File: config.mk
export PLATFORM = sky130hd
export DESIGN_NAME = gbnf_ctrl
export DESIGN_NICKNAME = d
export VERILOG_FILES = /design/src/hw/rtl/gbnf_pkg.sv /design/src/hw/rtl/gbnf_ctrl.sv
export SDC_FILE = /design/constraint.sdc
export NUM_CORES = 1
export LEC_CHECK = 0
export BUFFER_PORTS_ARGS = -buffer_cell sky130_fd_sc_hd__buf_4
export CAP_MARGIN = 20
export CORE_AREA = 2 2 39 41
export DETAILED_ROUTE_END_ITERATION = 7
export DIE_AREA = 0 0 41 43
export HOLD_SLACK_MARGIN = 0.1
export SYNTH_ARGS = -nofsm -noshare
export SYNTH_HDL_FRONTEND = slang
export SYNTH_SLANG_ARGS = --single-unit
File: constraint.sdc
create_clock -name clk -period 1 [get_ports clk]
set_clock_uncertainty 0.1 [all_clocks]
set_input_delay 0.2 -clock clk [delete_from_list [all_inputs] [get_ports clk]]
set_output_delay 0.2 -clock clk [all_outputs]
set_load 0.01 [all_outputs]
File: src/hw/rtl/gbnf_pkg.sv
package gbnf_pkg;

  localparam int IDX_W     = 6;
  localparam int VAL_W     = 32;
  localparam int COUNT_W   = 7;
  localparam int NCOUNT_W  = 3;
  localparam int S_DATA_W  = 104;
  localparam int M_DATA_W  = 56;
  localparam int M_USED_W  = NCOUNT_W + 8 * IDX_W;

  typedef logic [1:0] req_t;
  localparam req_t REQ_WRITE_X = 2'd0;
  localparam req_t REQ_WRITE_Y = 2'd1;
  localparam req_t REQ_QUERY   = 2'd2;

  typedef logic cfg_idx_t;
  localparam cfg_idx_t REG_X_COUNT = 1'b0;
  localparam cfg_idx_t REG_Y_COUNT = 1'b1;

  localparam logic [NCOUNT_W-1:0] NB_ONE  = 3'd1;
  localparam logic [NCOUNT_W-1:0] NB_TWO  = 3'd2;
  localparam logic [NCOUNT_W-1:0] NB_FOUR = 3'd4;

  typedef enum logic [2:0] {
    ST_IDLE,
    ST_READ_ENDS,
    ST_EVAL_ENDS,
    ST_READ_MID,
    ST_EVAL_MID
  } state_t;

  typedef struct packed {
    logic wr_x;
    logic wr_y;
    logic latch_q;
    logic eval_ends;
    logic rd_mid;
    logic eval_mid;
    logic load_out;
  } cmd_t;

endpackage

File: src/hw/rtl/gbnf_ctrl.sv
module gbnf_ctrl
  import gbnf_pkg::*;
(
  input  logic clk,
  input  logic rst,
  input  logic in_valid,
  input  req_t req_type,
  input  logic out_ready,
  input  logic search_done,
  output logic in_ready,
  output logic out_valid,
  output cmd_t cmd
);

  state_t state, state_next;
  logic   out_valid_next;
  logic   slot_free;

  assign slot_free = !out_valid || out_ready;

  always_ff @(posedge clk) begin
    if (rst) begin
      state     <= ST_IDLE;
      out_valid <= 1'b0;
    end else begin
      state     <= state_next;
      out_valid <= out_valid_next;
    end
  end

  always_comb begin
    state_next     = state;
    cmd            = '0;
    in_ready       = 1'b0;
    out_valid_next = out_valid && !out_ready;
    unique case (state)
      ST_IDLE: begin
        in_ready = 1'b1;
        if (in_valid) begin
          case (req_type)
            REQ_WRITE_X: cmd.wr_x = 1'b1;
            REQ_WRITE_Y: cmd.wr_y = 1'b1;
            REQ_QUERY: begin
              cmd.latch_q = 1'b1;
              state_next  = ST_READ_ENDS;
            end
            default: ;
          endcase
        end
      end
      ST_READ_ENDS: state_next = ST_EVAL_ENDS;
      ST_EVAL_ENDS: begin
        cmd.eval_ends = 1'b1;
        state_next    = ST_READ_MID;
      end
      ST_READ_MID: begin
        if (!search_done) begin
          cmd.rd_mid = 1'b1;
          state_next = ST_EVAL_MID;
        end else if (slot_free) begin
          cmd.load_out   = 1'b1;
          out_valid_next = 1'b1;
          state_next     = ST_IDLE;
        end
      end
      ST_EVAL_MID: begin
        cmd.eval_mid = 1'b1;
        state_next   = ST_READ_MID;
      end
      default: state_next = ST_IDLE;
    endcase
  end

endmodule

* After elaboration in Yosys (flattened, before gate mapping) *
Cells that the tools add are included.

storage, ports and cells
  bits of input ports = 7
  word-level logic and storage cells = 40
  register bits = 4
  output and inout bits = 9

cells by class
  muxes and demuxes = 21
  reductions and logical operators = 8
  equality and inequality tests = 9

operators with widths
  operator                                                          number
  3-bit 2-to-1 mux                                                  6
  1-bit 2-to-1 mux                                                  14
  3-bit case mux with 4 select lines                                1
  3-bit by 2-bit == test with 1-bit output (second input constant)  2
  3-bit by 1-bit == test with 1-bit output (second input constant)  1
  3-bit == test (second input constant)                             1
  3-bit logical NOT                                                 1
  3-bit != test (second input constant)                             1
  3-bit AND reduction                                               1
  2-bit by 1-bit == test with 1-bit output (second input constant)  1
  2-bit == test (second input constant)                             1
  1-bit logical NOT                                                 2
  2-bit logical NOT                                                 1
  2-bit by 1-bit != test with 1-bit output (second input constant)  1
  2-bit != test (second input constant)                             1
  2-bit OR reduction                                                1
  1-bit logical AND                                                 1
  1-bit logical OR                                                  1

* Logic depth before layout (Yosys ltp) *
Gate-level depths: netlist of run 1.

  depth after elaboration = 5
  gate-level depth with buffers = 3
  depth with buffers taken out = 3

* Worst setup path after synthesis of run 1 *
Ideal clock, no wire load.

  path type = register to output
  from = register state[1]
  to = output cmd[6] (netlist bit)
  path buffers = 1
  arrival = 0.929 ns
  setup slack = -0.229 ns
  stages on the path, launching flop included = 4
  required time = 0.700 ns
  cell sequence = dfxtp_1 > buf_6 > nor3_4 > and4bb_1

RTL lines
  item                    RTL line         source
  from (decl)             gbnf_ctrl.sv:15  state_t state, state_next;
  from (signal assigned)  gbnf_ctrl.sv:26  state <= state_next;
  to (decl)               gbnf_ctrl.sv:12  output cmd_t cmd

==> flow_summary_export.csv, run 1 <==
group,metric,value,unit
clock_tree,cts_tree,"done",
worst_setup_path,cp_slowest_cell,"dfxtp_4",
yosys,synth_edf_count,0,
finish,synthToLayoutAreaGrowth,125,%
route,detail_route.vias_per_cell,4.50,
worst_setup_path,crit_start,"state[1]",
yosys,synthDistinctLibCells,20,
global_routing,grt_pass1_vias,308,
yosys,seq_area_frac_synth,31.1,%
worst_setup_path,path_class,"flop to primary output",
power,power_leakage,0.296,nW
min_path,min_path_type,"input pin to flop",
worst_setup_path,r2r_start,"state[2]",
clock_tree,htreeDepth,1,
place,dp_hpwl,516,microns
clock_tree,clock-sinks,4,
worst_setup_path,reg2reg_to,"state[0]",
yosys,synth.area.top_cells,"dfxtp_1 (31%), buf_6 (8.7%), nor3_4 (6.3%)",
worst_setup_path,cp.required,0.70,ns
place,port_buffers,15,
timing,layout_min_cycle_time,1.43,ns
die,die_h,43,microns
die,num_rows,14,
timing,slew_violations,0,
die,core_area,1380,sq um
yosys,syn_area,258,sq um
place,gp_congestion,0.802,
finish,diodes,0,
run_status,violations,"negative setup slack",
route,vias,333,
global_routing,antenna_found_initial,0,
yosys,synthesis.nets,35,
worst_setup_path,cp.depth,3,
power,vdd_drop_max,0.519,mV
global_routing,grt_start_max_net_pins,9,
die,die_x,41,microns
worst_setup_path,cp.arrival,1.13,ns
worst_setup_path,cp_slowest_stage_delay,0.36,ns
yosys,synth_top_area_share,31.1,%
route,firstDrtPassIters,2,
route,wire_per_inst,11.2,microns
timing,tightest_slew,0.236,ns
worst_setup_path,crit_fanout,6,
power,powerDensity,928,nW/um^2
die,start_util,18.6,%
timing,finalSetupViolCount,10,
yosys,synth_seq_cells,4,
die,dieArea,1760,sq um
timing,rsz0062_at_grt,"yes",
timing,fmax,0.700,GHz
die,floorplan.io_pins,16,
clock_tree,numCtsBuffers,3,
worst_setup_path,cp-end-kind,"primary output",
worst_setup_path,cp_top_family,"simple AND/OR/NAND/NOR gates",
clock_tree,insertion_delay,0.24,ns
yosys,yosysWarnings,0,
clock_tree,clk_path_buf_depth,2,
global_routing,grt_pass1_wl,1290,microns
worst_setup_path,crit_buf_inv,1,
yosys,yosys.area.top_type,"dfxtp_1",
global_routing,grt_use_total,11.5,%
place,place_inst,64,
clock_tree,cts_root_buf,"clkbuf_4",
worst_setup_path,endpoint,"cmd[6]",
finish,drive_above_1_share,75.9,%
yosys,synthCells,28,
route,route.detailed.drc,0,
route,ant_nets,0,
timing,finalCritPeriodShare,143,%
worst_setup_path,rr_worst_depth,5,
yosys,yosysMostFrequentCell,"dfxtp_1",
worst_setup_path,rrSetupSlack,-0.23,ns
clock_tree,path_clk_slew,0.04,ns
yosys,ys.flop_type,"dfxtp_1",
flow_run,maxCapViolCount,0,
route,wirelength,829,microns
yosys,syn_avg_cell_area,9.21,sq um
timing,slew_headroom,84.1,%
timing,finalSetupTns,-3.28,ns
yosys,synthArstFlopShare,0,%
route,first_iter_violations,2,
place,pre_cts_slack,-0.248,ns
worst_setup_path,crit_path_cell_trace,"nor3_4 > and4bb_1 > buf_4",
finish,fin_nets,67,
worst_setup_path,startpoint_type,"flop",
timing,hold_violations,0,
run_status,status,"finished with violations",
finish,stdcell_count,74,
global_routing,overflow,0,
timing,worst_slack,-0.429,ns
-- state kept, by name, summed over array words and instances, names as in the netlist --
name / cells
out_valid: 1
state: 3
-- cell type report --
cell class,count,area [sq um]
fill,147,803
timing repair buffer,29,245
multi-input combinational,21,194
sequential,4,92.6
clock buffer,3,22.5
tap,16,20.0
inverter,1,6.26
-- metal layers --
layer | wire, microns | GRT usage (%)
met1 | 341 | 12.8
met2 | 436 | 16.9
met3 | 51 | 3.14
met4 | 0 | 10.0
met5 | 0 | 0
-- report_power, final --
part	switching [mW]	total, mW	leakage [nW]	internal (mW)
Combinational	0.0542	0.152	0.247	0.0978
Sequential	0.0157	0.179	0.0352	0.163
Clock	0.0732	0.208	0.0138	0.135
-- cell families after synthesis --
family / after synthesis / synth area share, %
simple gates: 16 / 46.6
buf+inv: 3 / 10.2
flops: 4 / 31.1
compound gates: 5 / 12.1
-- worst min-delay path by stage --
stage | start | to | slack, ns | cells past startpoint
6_report | rst | state[0] | 0.12 | 3
3_3_place_gp | rst | out_valid | 0.29 | 2
5_1_grt | rst | state[0] | 0.10 | 3
2_1_floorplan | rst | out_valid | 0.16 | 1
4_1_cts | rst | state[0] | 0.1 | 3
3_5_place_dp | rst | out_valid | 0.30 | 2
-- per-stage QoR --
step | power (mW) | instance area (sq um) | utilization (%) | hold WS [ns]
global route | 0.574 | 581 | 42.0 | 0.105
finish | 0.539 | 581 | 42.0 | 0.120
floorplan | 0.234 | 268 | - | 0.162
detailed placement | 0.295 | 430 | 31.1 | 0.295
CTS | 0.533 | 534 | 38.6 | 0.0956
global placement | 0.293 | 430 | 31.1 | 0.294
-- placed cells by master (no fill, tap or decap) --
cell,count
buf_4,22
buf_6,6
clkbuf_4,3
dfxtp_4,3
nand3b_1,2
a21oi_1,2
nor3_4,1
inv_4,1
nand3_2,1
nor2_1,1
and4b_1,1
nor4_1,1
nand4_1,1
nand2b_1,1
nor2b_2,1
nor3_2,1
nor3b_2,1
and4bb_1,1
nor3_1,1
a221oi_2,1
o21a_1,1
nand3_1,1
o21ai_2,1
nor4bb_4,1
dlymetal6s4s_1,1
dfxtp_2,1
-- timing repair --
item | CTS | global route
buffers inserted | 4 | 2
pin swaps | 5 | 2
hold buffers | 1 | 0
endpoints found under the hold margin | 3 | 0
gates resized for setup | 12 | 8
setup endpoints to repair | 11 | 13
-- worst min-delay path, stage by stage --
cell      delay (ns)
buf_4           0.10
a221oi_2        0.03
o21a_1          0.09
Power figures use the tool's default switching activity.
==> run 2: changes to the inputs <==
Settings changed: PLACE_DENSITY from default to 0.5.
==> run 2 against run 1 <==
Against the previous run:
- the run still ends with negative setup slack left
- sequential cell count unchanged
- first-iteration DRC count decreased by 100%
- register-to-register slack got worse by 0.06 ns
- worst setup slack improved by 0.0014 ns
- design area increased by 4.5%
- sequential power about the same
- global-route usage increased by 1.5 points
- count of clock-buffer cells in the layout unchanged
- largest cell class unchanged
- largest power group unchanged
==> flow_summary_export.csv, run 2 (synthesis results as in run 1) <==
group,metric,value,unit
global_routing,overflow,0,
timing,slew_headroom,79.6,%
timing,worst_slack,-0.428,ns
route,wl_met3,42,microns
die,floorplan.io_pins,16,
route,vias,341,
power,powerDensity,945,nW/um^2
timing,finalCritPeriodShare,143,%
worst_setup_path,cp.arrival,1.13,ns
clock_tree,cts_hold_buf,1,
global_routing,grt_use_total,13.1,%
route,detail_route.vias_per_cell,4.55,
global_routing,antenna_found_initial,0,
timing,layout_min_cycle_time,1.43,ns
worst_setup_path,crit_buf_inv,1,
timing,finalSetupViolCount,11,
clock_tree,clk_path_buf_depth,2,
clock_tree,cts_root_buf,"clkbuf_4",
route,wl_met1,304,microns
place,pre_cts_slack,-0.248,ns
worst_setup_path,cp_slowest_cell,"dfxtp_4",
finish,largestRegisters,"state (3), out_valid (1)",
clock_tree,clock-sinks,4,
clock_tree,insertion_delay,0.24,ns
worst_setup_path,crit_fanout,6,
die,core_area,1380,sq um
route,ant_nets,0,
global_routing,grt_pass1_wl,1500,microns
worst_setup_path,cp.required,0.70,ns
die,dieArea,1760,sq um
die,start_util,18.6,%
finish,fin_nets,68,
min_path,min_path_type,"input pin to flop",
worst_setup_path,r2r_start,"state[1]",
worst_setup_path,cp_slowest_stage_delay,0.37,ns
finish,largest_reg_flops,3,
route,wire_per_inst,12.7,microns
die,num_rows,14,
worst_setup_path,startpoint_type,"flop",
global_routing,grt_pass1_vias,371,
run_status,violations,"negative setup slack",
finish,final_cell_mix,"buf_4 (22), buf_6 (7), clkbuf_4 (3), dfxtp_4 (3)",
timing,hold_violations,0,
place,dp_hpwl,587,microns
place,postPlaceCellArea,430,sq um
timing,slew_violations,0,
clock_tree,cts_tree,"done",
finish,postLayoutCellArea,607,sq um
flow_run,maxCapViolCount,0,
finish,layout_commonest_cell,"buf_4",
global_routing,grt_start_max_net_pins,9,
route,route.detailed.drc,0,
clock_tree,path_clk_slew,0.04,ns
die,die_h,43,microns
timing,rsz0062_at_grt,"yes",
run_status,status,"finished with violations",
timing,fmax,0.700,GHz
min_path,hold_start,"search_done",
finish,regMostFlops,"state",
power,vdd_drop_max,0.631,mV
route,wirelength,954,microns
place,port_buffers,15,
worst_setup_path,cp_top_family,"simple AND/OR/NAND/NOR gates",
route,first_iter_violations,0,
route,routed.top_layer,"met4",
power,power_leakage,0.311,nW
finish,drive_above_1_share,79.7,%
place,gp_congestion,0.727,
worst_setup_path,crit_start,"state[0]",
clock_tree,htreeDepth,1,
timing,tightest_slew,0.306,ns
route,dr_wl_met2,594,microns
worst_setup_path,path_class,"flop to primary output",
clock_tree,numCtsBuffers,3,
worst_setup_path,crit_path_cell_trace,"nor3_4 > and4bb_1 > buf_4",
finish,diodes,0,
route,firstDrtPassIters,1,
finish,synthToLayoutAreaGrowth,135,%
die,die_x,41,microns
worst_setup_path,cp-end-kind,"primary output",
-- run 2: changes by cell type in the layout (fill, tap and decap cells not counted) --
cell | previous run | this run
a21oi_1 | 2 | 1
nor3_1 | 1 | 0
a21oi_2 | 0 | 1
nor3_4 | 1 | 2
buf_6 | 6 | 7
-- run 2: per-layer routing --
layer  vias to the layer above  GRT usage [%]
met3                         2           1.57
met5                         -              0
met4                         0           10.0
li1                        169              -
met2                         8           21.9
met1                       162           13.5
-- run 2: path summary, 6_finish.rpt --
kind                                   to  slack (ns)  cells past startpoint
worst max-delay path               cmd[6]       -0.43                      3
worst min-delay path             state[2]        0.06                      2
worst max register to register   state[0]       -0.29                      5
worst min register to register  out_valid        0.42                      2
-- run 2: layout make-up --
cell class              count  area, sq um
repair buffers             30          256
multi-input cells          21          209
flip-flops and latches      4         92.6
well taps                  16         20.0
clock buffers               3         22.5
inverters                   1         6.26
fillers                   147          777
-- run 2: worst reg2reg max path, cell delays in order (launching register included) --
cell	delay (ns)
dfxtp_4	0.36
buf_4	0.14
buf_4	0.13
buf_6	0.12
a221oi_2	0.22
o21a_1	0.16
-- run 2: power breakdown --
part           switching (mW)  internal [mW]  total (mW)
Sequential             0.0135          0.163       0.177
Combinational          0.0696          0.124       0.194
Clock                  0.0686          0.134       0.203
-- run 2: metrics by stage --
step	std cells	hold WS [ns]	utilization [%]	total power [mW]	TNS, ns
detailed placement	64	0.293	31.1	0.296	-2.12
global placement	64	0.295	31.1	0.295	-2.18
CTS	75	0.0461	41.0	0.561	-3.48
global route	75	0.0642	43.9	0.608	-4.22
floorplan	28	0.162	-	0.234	-0.668
finish	75	0.0620	43.9	0.573	-3.58
-- run 2: timing repair --
item | CTS | global route
buffers inserted | 7 | 2
pin swaps | 3 | 6
hold endpoints to repair | 3 | 1
gates resized for setup | 15 | 11
endpoints found under the setup margin | 12 | 13
